### config.mk
export PLATFORM = sky130hd
export DESIGN_NAME = sha1_byte_stream_hasher_top
export DESIGN_NICKNAME = d
export VERILOG_FILES = /design/src/sha1bs_pkg.sv /design/src/sha1bs_wmem.sv /design/src/sha1bs_round.sv /design/src/sha1_byte_stream_hasher_top.sv
export SDC_FILE = /design/constraint.sdc
export NUM_CORES = 2
export LEC_CHECK = 0
export BUFFER_PORTS_ARGS = -buffer_cell sky130_fd_sc_hd__buf_2
export CORE_MARGIN = 5
export CORE_UTILIZATION = 45
export CTS_BUF_LIST = sky130_fd_sc_hd__clkbuf_4 sky130_fd_sc_hd__clkbuf_8 sky130_fd_sc_hd__clkbuf_16
export DETAILED_ROUTE_END_ITERATION = 7
export SYNTH_ARGS = -nofsm -noshare
export SYNTH_HDL_FRONTEND = slang
export SYNTH_HIERARCHICAL = 1
export SYNTH_SLANG_ARGS = --single-unit
### constraint.sdc
create_clock -name i_clk -period 11.8 [get_ports i_clk]
set_input_delay 0.59 -clock i_clk [delete_from_list [all_inputs] [get_ports i_clk]]
set_output_delay 0.59 -clock i_clk [all_outputs]
set_load 0.05 [all_outputs]
### src/sha1bs_pkg.sv
// Shared types and constants for the SHA-1 byte stream hasher.
// No dependencies; used by scoped name in wmem, round, top and digest checker.
package sha1bs_pkg;

    localparam int unsigned WORD_W   = 32;
    localparam int unsigned WORDS    = 16;
    localparam int unsigned ADDR_W   = $clog2(WORDS);
    localparam int unsigned ROUNDS   = 80;
    localparam int unsigned FILL_W   = 6;
    localparam int unsigned ROUND_W  = 7;

    localparam logic [7:0]        PAD_MARK   = 8'h80;
    localparam logic [FILL_W-1:0] LEN_POS    = 6'd56;
    localparam logic [FILL_W-1:0] FILL_LAST  = 6'd63;
    localparam logic [ROUND_W-1:0] ROUND_LAST = 7'(ROUNDS - 1);

    // five chaining words, index 0 = H0 / a
    typedef logic [4:0][WORD_W-1:0] t_chain;

    localparam t_chain H_INIT = {32'hc3d2e1f0, 32'h10325476, 32'h98badcfe,
                                 32'hefcdab89, 32'h67452301};

    typedef enum logic [1:0] {
        PH_CH   = 2'd0,
        PH_PAR1 = 2'd1,
        PH_MAJ  = 2'd2,
        PH_PAR2 = 2'd3
    } t_phase;

    localparam logic [3:0][WORD_W-1:0] K_ROUND = {32'hca62c1d6, 32'h8f1bbcdc,
                                                  32'h6ed9eba1, 32'h5a827999};

    typedef struct packed {
        t_phase phase;
        logic   expand;   // round 16 and up: schedule word is recomputed
    } t_round_ctl;

endpackage

### src/sha1bs_wmem.sv
// Message schedule store: 16 x 32 synchronous RAM, one write, two reads.
// Read data is registered. Uses sha1bs_pkg.
module sha1bs_wmem (
    input  logic                           i_clk,
    input  logic                           i_we,
    input  logic [sha1bs_pkg::ADDR_W-1:0]  i_waddr,
    input  logic [sha1bs_pkg::WORD_W-1:0]  i_wdata,
    input  logic [sha1bs_pkg::ADDR_W-1:0]  i_raddr0,
    input  logic [sha1bs_pkg::ADDR_W-1:0]  i_raddr1,
    output logic [sha1bs_pkg::WORD_W-1:0]  o_rdata0,
    output logic [sha1bs_pkg::WORD_W-1:0]  o_rdata1
);

    logic [sha1bs_pkg::WORD_W-1:0] mem [sha1bs_pkg::WORDS];

    always_ff @(posedge i_clk) begin
        if (i_we) begin
            mem[i_waddr] <= i_wdata;
        end
        o_rdata0 <= mem[i_raddr0];
        o_rdata1 <= mem[i_raddr1];
    end

endmodule

### src/sha1bs_round.sv
// One SHA-1 round: schedule expansion and the a..e update.
// Purely combinational; uses sha1bs_pkg.
module sha1bs_round (
    input  sha1bs_pkg::t_round_ctl          i_ctl,
    input  sha1bs_pkg::t_chain              i_abcde,
    input  logic [sha1bs_pkg::WORD_W-1:0]   i_w_m3,
    input  logic [sha1bs_pkg::WORD_W-1:0]   i_w_m8,
    input  logic [sha1bs_pkg::WORD_W-1:0]   i_w_m14,
    input  logic [sha1bs_pkg::WORD_W-1:0]   i_w_m16,
    output sha1bs_pkg::t_chain              o_abcde,
    output logic [sha1bs_pkg::WORD_W-1:0]   o_w
);

    logic [31:0] w_x, w_cur, f, t;
    logic [31:0] a, b, c, d, e;

    always_comb begin
        a = i_abcde[0];
        b = i_abcde[1];
        c = i_abcde[2];
        d = i_abcde[3];
        e = i_abcde[4];
        w_x   = i_w_m3 ^ i_w_m8 ^ i_w_m14 ^ i_w_m16;
        o_w   = {w_x[30:0], w_x[31]};
        w_cur = i_ctl.expand ? o_w : i_w_m16;
        unique case (i_ctl.phase)
            sha1bs_pkg::PH_CH:   f = d ^ (b & (c ^ d));
            sha1bs_pkg::PH_MAJ:  f = (b & c) | (d & (b | c));
            sha1bs_pkg::PH_PAR1,
            sha1bs_pkg::PH_PAR2: f = b ^ c ^ d;
            default:             f = b ^ c ^ d;
        endcase
        t = {a[26:0], a[31:27]} + f + e + sha1bs_pkg::K_ROUND[i_ctl.phase] + w_cur;
        o_abcde = {d, c, {b[1:0], b[31:2]}, a, t};
    end

endmodule

### src/sha1_byte_stream_hasher_top.sv
// SHA-1 byte stream hasher, top level: control sequencer, byte packing,
// padding and digest output. Uses sha1bs_pkg, sha1bs_wmem, sha1bs_round.
//
// Usage
//   Input channel (i_in_valid / o_in_ready): one transfer per item, carrying
//   an optional message byte (i_data_byte, qualified by i_byte_valid) and
//   i_end_of_message. Output channel (o_out_valid / i_out_ready): five
//   transfers per finished message, digest words H0..H4 with o_word_index,
//   o_last_word set on word 4.
// Flow control
//   Bytes are taken one per cycle while o_in_ready is high. The transfer that
//   completes a 64-byte block holds o_in_ready low while the block is
//   compressed: S_CPRE starts the reads, then 80 rounds run (one per cycle,
//   limited by the round unit and the schedule RAMs) and S_FIN folds the
//   result into the chaining words.
//   An end-of-message transfer then pads one byte per cycle, runs one or
//   two more compressions and emits five words, one per cycle while the
//   receiver takes them.
// Reset and stalls
//   Reset loads the SHA-1 initial values and clears counts and valid flags.
//   The digest words leave through an output register; a receiver stall
//   holds the current word and freezes the sequence, nothing is dropped.
//   o_in_ready stays low until the last digest word is in that register.
module sha1_byte_stream_hasher_top (
    input  logic        i_clk,
    input  logic        i_rst_n,
    input  logic        i_in_valid,
    output logic        o_in_ready,
    input  logic [7:0]  i_data_byte,
    input  logic        i_byte_valid,
    input  logic        i_end_of_message,
    output logic        o_out_valid,
    input  logic        i_out_ready,
    output logic [31:0] o_digest_word,
    output logic [2:0]  o_word_index,
    output logic        o_last_word
);

    localparam int unsigned AW = sha1bs_pkg::ADDR_W;
    localparam int unsigned FW = sha1bs_pkg::FILL_W;
    localparam int unsigned RW = sha1bs_pkg::ROUND_W;

    typedef enum logic [5:0] {
        S_LOAD = 6'b000001,  // taking message bytes
        S_PAD  = 6'b000010,  // generating pad / length bytes
        S_CPRE = 6'b000100,  // load a..e, issue reads for round 0
        S_RND  = 6'b001000,  // 80 rounds
        S_FIN  = 6'b010000,  // add into chaining words
        S_OUT  = 6'b100000   // emit digest words
    } t_state;

    t_state               r_state, n_state;
    logic [FW-1:0]        r_fill, n_fill;
    logic [31:0]          r_len, n_len;
    logic [23:0]          r_word, n_word;     // partial big-endian word
    logic [RW-1:0]        r_round, n_round;
    sha1bs_pkg::t_chain   r_abcde, n_abcde;
    sha1bs_pkg::t_chain   r_h, n_h;
    logic                 r_mark, n_mark;     // 0x80 already placed
    logic                 r_lenph, n_lenph;   // in the length bytes
    logic                 r_final, n_final;   // compression in flight is the last
    logic                 r_pad, n_pad;       // padding under way
    logic                 r_endp, n_endp;     // end seen on a block-closing byte
    logic [2:0]           r_widx, n_widx;
    logic                 r_ovalid, n_ovalid;
    logic [31:0]          r_oword, n_oword;
    logic [2:0]           r_oidx, n_oidx;
    logic                 r_olast, n_olast;

    logic                 in_fire, slot_free, put_en;
    logic [7:0]           put_val, pad_byte;
    logic [63:0]          len_sh;
    logic [AW-1:0]        rr;
    logic                 we, we_load, we_rnd;
    logic [AW-1:0]        waddr;
    logic [31:0]          wdata;
    logic [31:0]          w_m3, w_m8, w_m14, w_m16, w_new;
    sha1bs_pkg::t_round_ctl rnd_ctl;
    sha1bs_pkg::t_chain   rnd_out;

    assign o_in_ready    = (r_state == S_LOAD);
    assign o_out_valid   = r_ovalid;
    assign o_digest_word = r_oword;
    assign o_word_index  = r_oidx;
    assign o_last_word   = r_olast;

    assign in_fire   = i_in_valid && o_in_ready;
    assign slot_free = !r_ovalid || i_out_ready;

    // ---- byte path: message bytes and pad bytes share one packer ----
    assign len_sh   = {29'd0, r_len, 3'd0} << {r_fill[2:0], 3'b000};
    assign pad_byte = !r_mark ? sha1bs_pkg::PAD_MARK :
                      ((r_fill == sha1bs_pkg::LEN_POS) || r_lenph) ? len_sh[63:56] :
                      8'h00;
    assign put_en   = (in_fire && i_byte_valid) || (r_state == S_PAD);
    assign put_val  = (r_state == S_PAD) ? pad_byte : i_data_byte;

    // ---- schedule RAM ports ----
    // round r reads W[r-3], W[r-8], W[r-14], W[r-16] (mod 16), issued in S_CPRE
    // or round r-1; the word written in round r is never among the next reads.
    assign rr      = (r_state == S_CPRE) ? '0 : r_round[AW-1:0] + AW'(1);
    assign we_load = put_en && (r_fill[1:0] == 2'b11);
    assign we_rnd  = (r_state == S_RND) && rnd_ctl.expand;
    assign we      = we_load || we_rnd;
    assign waddr   = we_rnd ? r_round[AW-1:0] : r_fill[FW-1:2];
    assign wdata   = we_rnd ? w_new : {r_word, put_val};

    sha1bs_wmem u_mem_a (
        .i_clk    (i_clk),
        .i_we     (we),
        .i_waddr  (waddr),
        .i_wdata  (wdata),
        .i_raddr0 (rr + AW'(13)),
        .i_raddr1 (rr + AW'(8)),
        .o_rdata0 (w_m3),
        .o_rdata1 (w_m8)
    );

    sha1bs_wmem u_mem_b (
        .i_clk    (i_clk),
        .i_we     (we),
        .i_waddr  (waddr),
        .i_wdata  (wdata),
        .i_raddr0 (rr + AW'(2)),
        .i_raddr1 (rr),
        .o_rdata0 (w_m14),
        .o_rdata1 (w_m16)
    );

    // ---- round unit ----
    always_comb begin
        if (r_round < RW'(20)) begin
            rnd_ctl.phase = sha1bs_pkg::PH_CH;
        end else if (r_round < RW'(40)) begin
            rnd_ctl.phase = sha1bs_pkg::PH_PAR1;
        end else if (r_round < RW'(60)) begin
            rnd_ctl.phase = sha1bs_pkg::PH_MAJ;
        end else begin
            rnd_ctl.phase = sha1bs_pkg::PH_PAR2;
        end
        rnd_ctl.expand = (r_round >= RW'(16));
    end

    sha1bs_round u_round (
        .i_ctl   (rnd_ctl),
        .i_abcde (r_abcde),
        .i_w_m3  (w_m3),
        .i_w_m8  (w_m8),
        .i_w_m14 (w_m14),
        .i_w_m16 (w_m16),
        .o_abcde (rnd_out),
        .o_w     (w_new)
    );

    // ---- sequencer ----
    always_comb begin
        n_state  = r_state;
        n_fill   = r_fill;
        n_len    = r_len;
        n_word   = r_word;
        n_round  = r_round;
        n_abcde  = r_abcde;
        n_h      = r_h;
        n_mark   = r_mark;
        n_lenph  = r_lenph;
        n_final  = r_final;
        n_pad    = r_pad;
        n_endp   = r_endp;
        n_widx   = r_widx;
        n_ovalid = r_ovalid && !i_out_ready;
        n_oword  = r_oword;
        n_oidx   = r_oidx;
        n_olast  = r_olast;

        if (put_en) begin
            n_word = {r_word[15:0], put_val};
            n_fill = r_fill + FW'(1);
        end

        unique case (r_state)
            S_LOAD: begin
                if (in_fire) begin
                    if (i_byte_valid) begin
                        n_len = r_len + 32'd1;
                    end
                    if (i_byte_valid && (r_fill == sha1bs_pkg::FILL_LAST)) begin
                        n_state = S_CPRE;
                        n_endp  = i_end_of_message;
                    end else if (i_end_of_message) begin
                        n_state = S_PAD;
                        n_pad   = 1'b1;
                    end
                end
            end
            S_PAD: begin
                if (!r_mark) begin
                    n_mark = 1'b1;
                end else if ((r_fill == sha1bs_pkg::LEN_POS) || r_lenph) begin
                    n_lenph = 1'b1;
                end
                if (r_fill == sha1bs_pkg::FILL_LAST) begin
                    n_state = S_CPRE;
                    n_final = r_lenph;
                end
            end
            S_CPRE: begin
                n_abcde = r_h;
                n_state = S_RND;
            end
            S_RND: begin
                n_abcde = rnd_out;
                if (r_round == sha1bs_pkg::ROUND_LAST) begin
                    n_round = '0;
                    n_state = S_FIN;
                end else begin
                    n_round = r_round + RW'(1);
                end
            end
            S_FIN: begin
                for (int i = 0; i < 5; i++) begin
                    n_h[i] = r_h[i] + r_abcde[i];
                end
                if (r_final) begin
                    n_state = S_OUT;
                end else if (r_pad || r_endp) begin
                    n_state = S_PAD;
                    n_pad   = 1'b1;
                    n_endp  = 1'b0;
                end else begin
                    n_state = S_LOAD;
                end
            end
            S_OUT: begin
                if (slot_free) begin
                    n_ovalid = 1'b1;
                    n_oword  = r_h[r_widx];
                    n_oidx   = r_widx;
                    n_olast  = (r_widx == 3'd4);
                    if (r_widx == 3'd4) begin
                        n_widx  = '0;
                        n_h     = sha1bs_pkg::H_INIT;
                        n_len   = '0;
                        n_mark  = 1'b0;
                        n_lenph = 1'b0;
                        n_final = 1'b0;
                        n_pad   = 1'b0;
                        n_state = S_LOAD;
                    end else begin
                        n_widx = r_widx + 3'd1;
                    end
                end
            end
            default: begin
                n_state = S_LOAD;
            end
        endcase
    end

    always_ff @(posedge i_clk) begin
        if (!i_rst_n) begin
            r_state  <= S_LOAD;
            r_fill   <= '0;
            r_len    <= '0;
            r_round  <= '0;
            r_h      <= sha1bs_pkg::H_INIT;
            r_mark   <= 1'b0;
            r_lenph  <= 1'b0;
            r_final  <= 1'b0;
            r_pad    <= 1'b0;
            r_endp   <= 1'b0;
            r_widx   <= '0;
            r_ovalid <= 1'b0;
        end else begin
            r_state  <= n_state;
            r_fill   <= n_fill;
            r_len    <= n_len;
            r_round  <= n_round;
            r_h      <= n_h;
            r_mark   <= n_mark;
            r_lenph  <= n_lenph;
            r_final  <= n_final;
            r_pad    <= n_pad;
            r_endp   <= n_endp;
            r_widx   <= n_widx;
            r_ovalid <= n_ovalid;
        end
    end

    // payload registers, no reset
    always_ff @(posedge i_clk) begin
        r_word  <= n_word;
        r_abcde <= n_abcde;
        r_oword <= n_oword;
        r_oidx  <= n_oidx;
        r_olast <= n_olast;
    end

endmodule

Yosys cells after proc, flatten, opt, wreduce, memory -nomap -nowiden
Memories as Yosys holds them, arrays and structs flattened. A register that Yosys moved wholly into a read port is not among the register bits.
Cells that the tools add are included.
{"block": "totals", "mem_bits_rw": 1024, "out_inout_bits": 38, "memories": 2, "regBits": 440}
{"memory": "u_mem_a.mem", "depth": 16, "word_bits": 32, "rd": 2, "rd_clocked_by_memory_dff": 2, "wr": 1, "line_no": "sha1bs_wmem.sv:14", "rtl": "logic [sha1bs_pkg::WORD_W-1:0] mem [sha1bs_pkg::WORDS];"}
{"memory": "u_mem_b.mem", "depth": 16, "word_bits": 32, "rd": 2, "rd_clocked_by_memory_dff": 2, "wr": 1, "line_no": "sha1bs_wmem.sv:14"}
{"block": "classes", "n_lt_le_gt_ge": 6, "addsub": 17, "n_bitwise": 12, "n_eq_ne": 28, "n_shift": 1, "n_mux": 59, "n_reduce_logical": 30}
{"cell": "$pmux 160 s2", "n": 2}
{"cell": "$mux 160", "n": 2}
{"cell": "$add 32x32->32", "n": 9}
{"cell": "$mux 32", "n": 8}
{"cell": "$xor 32x32->32", "n": 7}
{"cell": "$and 32x32->32", "n": 3}
{"cell": "$bmux 32 s3", "n": 1}
{"cell": "$pmux 32 s3", "n": 1}
{"cell": "$bmux 32 s2", "n": 1}
{"cell": "$or 32x32->32", "n": 2}
{"cell": "$pmux 32 s2", "n": 1}
{"cell": "$shl 35x6->64", "n": 1}
{"cell": "$mux 6", "n": 8}
{"cell": "$pmux 6 s6", "n": 1}
{"cell": "$add 32x1->32 const B", "n": 1}
{"cell": "$mux 8", "n": 3}
{"cell": "$mux 1", "n": 19}
{"cell": "$eq 6x6->1 const B", "n": 3}
{"cell": "$reduce_and 5->1", "n": 3}
{"cell": "$lt 7x6->1 const B", "n": 2}
{"cell": "$ne 2x1->1 const B", "n": 7}
{"cell": "$ne 2x2->1 const B", "n": 6}
{"cell": "$reduce_bool 2->1", "n": 5}
{"cell": "$add 4x4->4 const B", "n": 2}
{"cell": "36 further kinds", "n": 55}

Depth between registers and ports, before layout
{"block": "depth", "ltp_word": 12, "depth_mapped": 27}

Modules after synthesis
The synthesis kept the hierarchy.
{"module": "sha1_byte_stream_hasher_top", "cells_each": 2930, "n_inst": 1, "area_per_inst_um2": 26390.3, "seq_area_each_um2": 11010.6}
{"module": "sha1bs_wmem (u_mem_b)", "cells_each": 1141, "n_inst": 1, "area_per_inst_um2": 24203.2, "seq_area_each_um2": 16656.0}
{"module": "sha1bs_wmem (u_mem_a)", "cells_each": 1141, "n_inst": 1, "area_per_inst_um2": 24188.2, "seq_area_each_um2": 16656.0}
{"module": "sha1bs_round", "cells_each": 1114, "n_inst": 1, "area_per_inst_um2": 8642.0, "seq_area_each_um2": 0.0}

Worst setup path after synthesis
Ideal clock, no wire load.
{"block": "synth_path", "kind": "register to register", "startpoint": "register r_round[3]", "endpoint": "register r_abcde[31] (netlist name), data pin", "stages_incl_launch_ff": 26, "t_required_ns": 11.670, "synth_period_minus_slack_ns": 5.733, "arrival_time_ns": 5.603, "path_slack_ns": 6.067, "path_buffers": 3, "setup_time_ns": 0.130, "cell_sequence": "dfxtp_1 > clkbuf_1 > nand2_1 > o21ai_0 > a221o_1 > inv_1 > ha_1 > clkbuf_1 > clkbuf_1 > inv_1 > fa_1 > fa_1 > inv_1 > fa_1 > inv_1 > ha_1 > and2_1 > and3_1 > a211oi_2 > inv_1 > o21ai_2 > a21oi_1 > o311a_1 > a2111oi_2 > nand2_1 > nand2_1"}
{"element": "start, declared", "line_no": "sha1_byte_stream_hasher_top.sv:56", "rtl": "logic [RW-1:0] r_round, n_round;"}
{"element": "start signal, assigned", "line_no": "sha1_byte_stream_hasher_top.sv:277", "rtl": "r_round <= n_round;"}
{"element": "end signal, assigned", "line_no": "sha1_byte_stream_hasher_top.sv:292", "rtl": "r_abcde <= n_abcde;"}
{"element": "end, declared", "line_no": "sha1_byte_stream_hasher_top.sv:57", "rtl": "sha1bs_pkg::t_chain r_abcde, n_abcde;"}

==> results.yml <==
outcome:
  status: "finished, final reports clean"
floorplan:
  fp.dieW_um: 441
  chipHeight_um: 441
  io_pins: 52
  initial_core_util: 0.451
  core_um2: 185000
  dieArea_um2: 194000
  fp-row-count: 158
detailed_routing:
  drt_first_pass_iters: 6
  ant_nets: 0
  wl_per_cell_um: 27.5
  drc: 0
  first_iter_violations: 5454
  wl_mm: 243
  via_per_inst: 6.11
  vias: 54000
logic_synthesis:
  avgSynthCellArea_um2: 13.2
  synthCells: 6326
  netlist_area_um2: 83400
  synth-edff-count: 1244
  synth_cell_types: 92
  synthTopCellsByArea: "edfxtp_1 45%, mux4_2 15%, dfxtp_1 8.4%"
  synth_top_cell_by_area: "edfxtp_1"
  yosys_warnings: 6
  ys_seq_area_frac: 0.531
  synth_seq_cells: 1592
  ys_dominant_reg_cell: "edfxtp_1"
  synth_top_area_share: 0.448
  synthArstFlopShare: 0
  synth_fp_nets: 6702
sta:
  hold_viol: 0
  clock_skew_ps: 40.9
  worst_slack_ps: 5450
  period_share: 0.538
  relSlewSlack: 0.214
  worstMarginPinSlew_ps: 1180
  finalSetupViolations: 0
  post-route-min-period_ps: 6350
  fmax_mhz: 158
  rsz0062_at_grt: "no"
  slew_viol_final: 0
  fin_tns_setup_ps: 0
pwr:
  power.leakage_nw: 32.8
  power-per-cell-area_nw_per_um2: 138
  power_mw: 12.7
  ir_drop_v: 0.000144
global_routing:
  use_met2: 0.413
  grtUsageTotal: 0.248
  grtUsageMet3: 0.0374
  grt-busiest-layer: "met2"
  grt_pass1_wl_mm: 355
  antenna_found_initial: 10
  overflow: 0
  met1_usage: 0.335
  grt_start_max_net_pins: 166
  grt_pass1_vias: 53000
layout:
  area_growth_pct: 10.0
  layout_common_cells: "1,244 x edfxtp_1, 883 x nand2_1, 549 x mux4_2"
  drive_gt1_frac: 0.184
  mostFrequentLayoutCell: "edfxtp_1"
  final_nets: 6569
  fill_cells: 15800
  stdcell_area_um2: 91800
placed_design:
  dp_hpwl_mm: 156
  place_area_um2: 85600
  portBuffers: 51
  pre_cts_ws_ps: 5450
  place_congestion: 0.917
critical_path:
  crit_path_end_kind: "flop"
  worst_setup_path_start_kind: "flop"
  crit_type: "reg -> reg"
  cp.arrival_ps: 6920
  cp_max_fo: 38
  required_ps: 12370
hold_path:
  min_path_type: "in -> reg"
clock_network:
  cts_buffers: 173
  clockRootBuffer: "clkbuf_16"
  post_cts_resized: 0
  hold_buffers: 0
  cts_tree: "yes"
  cts_sinks: 1592
  clk_path_buf_depth: 3
  cts_setup_buffers: 0
  htreeDepth: 4
  clock_latency_ps: 830
  cts.clk_slew.worst_paths_ps: 60
flow_run:
  drv_cap: 0
[area by class of cell]
class,instances,area (um^2),area share
timing repair buffer,148,1050,0.0114
inverter,292,1110,0.0121
tap,2480,3100,0.0338
antenna,5,12.5,0.000136
sequential,1592,44300,0.483
multi-input combinational,3986,36000,0.392
clock buffer,239,5080,0.0553
clock inverter,89,1110,0.0121
[cell usage after synthesis, types with 8 or more instances]
cell type / instances
edfxtp_1: 1244
nand2_1: 886
mux4_2: 549
dfxtp_1: 348
a22oi_1: 296
inv_1: 292
ha_1: 271
a21oi_1: 222
clkbuf_1: 212
nor2_1: 198
o21ai_0: 197
xnor2_1: 171
buf_4: 166
xor2_1: 125
nor2b_1: 110
a21o_1: 93
fa_1: 91
nand3_1: 65
nor3_1: 65
mux2_2: 63
a211oi_1: 58
o21ai_1: 48
o22ai_1: 48
buf_1: 42
and3_1: 40
buf_2: 34
a31oi_1: 32
and2_1: 30
o21a_1: 25
o21bai_1: 24
nand2b_1: 21
nand4_1: 20
a211o_1: 17
mux2i_1: 16
a21boi_0: 15
o211ai_1: 15
nor3b_1: 13
or3_1: 9
and4_1: 8
nand3b_1: 8
or4_1: 8
[cells by family after synthesis]
logic type	after synthesis	share of synthesized area
compound gates	1179	0.0933
simple gates	1521	0.0814
flops	1592	0.531
fa+ha+maj	362	0.0625
buf+inv	748	0.0418
mux	628	0.159
xor+xnor	296	0.0311
[worst paths after layout]
path	startpoint	to	slack (ps)	cells after the start
worst max-delay path	r_round[3]	r_abcde[28]	5450	24
worst max register to register	r_round[3]	r_abcde[28]	5450	24
worst min register to register	r_word[13]	r_word[21]	450	0
worst min-delay path	i_end_of_message	r_endp	80	3
[per-stage QoR]
step	utilization	hold WS [ps]	instances
finish	0.497	78.7	8831
floorplan	-	420	6326
detailed placement	0.463	438	8498
CTS	0.497	30.2	8826
global route	0.497	65.9	8830
global placement	0.463	434	8498
[report_power, final]
group / leakage (nW) / total [mW] / switching, mW / internal (mW)
combinational: 15.7 / 0.595 / 0.427 / 0.168
clock: 3.07 / 5.79 / 2.36 / 3.44
sequential: 14.0 / 6.28 / 0.0495 / 6.23
total: 32.8 / 12.7 / 2.83 / 9.83
[metal layers]
metal	part of all wire	wire, um	up-vias
li1	-	-	23600
met2	0.49	119000	2153
met1	0.41	98900	27700
met5	0.000049	12	-
met4	0.034	8360	2
met3	0.071	17300	422
[registers in the layout, indices dropped and copies added, names as in the netlist, 3 cells and up]
register          flops
o_digest_word        32
o_word_index          3
r_abcde             160
r_fill                6
r_h                 160
r_len                32
r_round               7
r_state               6
r_widx                3
r_word               24
u_mem_a/mem         512
u_mem_a/o_rdata0     32
u_mem_a/o_rdata1     32
u_mem_b/mem         512
u_mem_b/o_rdata0     32
u_mem_b/o_rdata1     32
[worst max-delay path, stage by stage (launching register included)]
cell and delay, ps:
dfxtp_1 400, nand2_1 130, o21ai_0 80, a221o_1 400, inv_1 210, ha_2 680, buf_4 470, xor2_1 120
ha_1 200, a21o_1 170, fa_1 500, inv_1 50, fa_1 470, inv_1 40, ha_1 350, a21oi_1 180
nor2_1 50, a211oi_1 160, o21ai_1 230, nor4b_1 470, or2_1 180, a2111oi_0 90, a311o_1 330, nand2_1 60
nand2_1 50
Note: power is estimated with default switching activity, not from simulation.
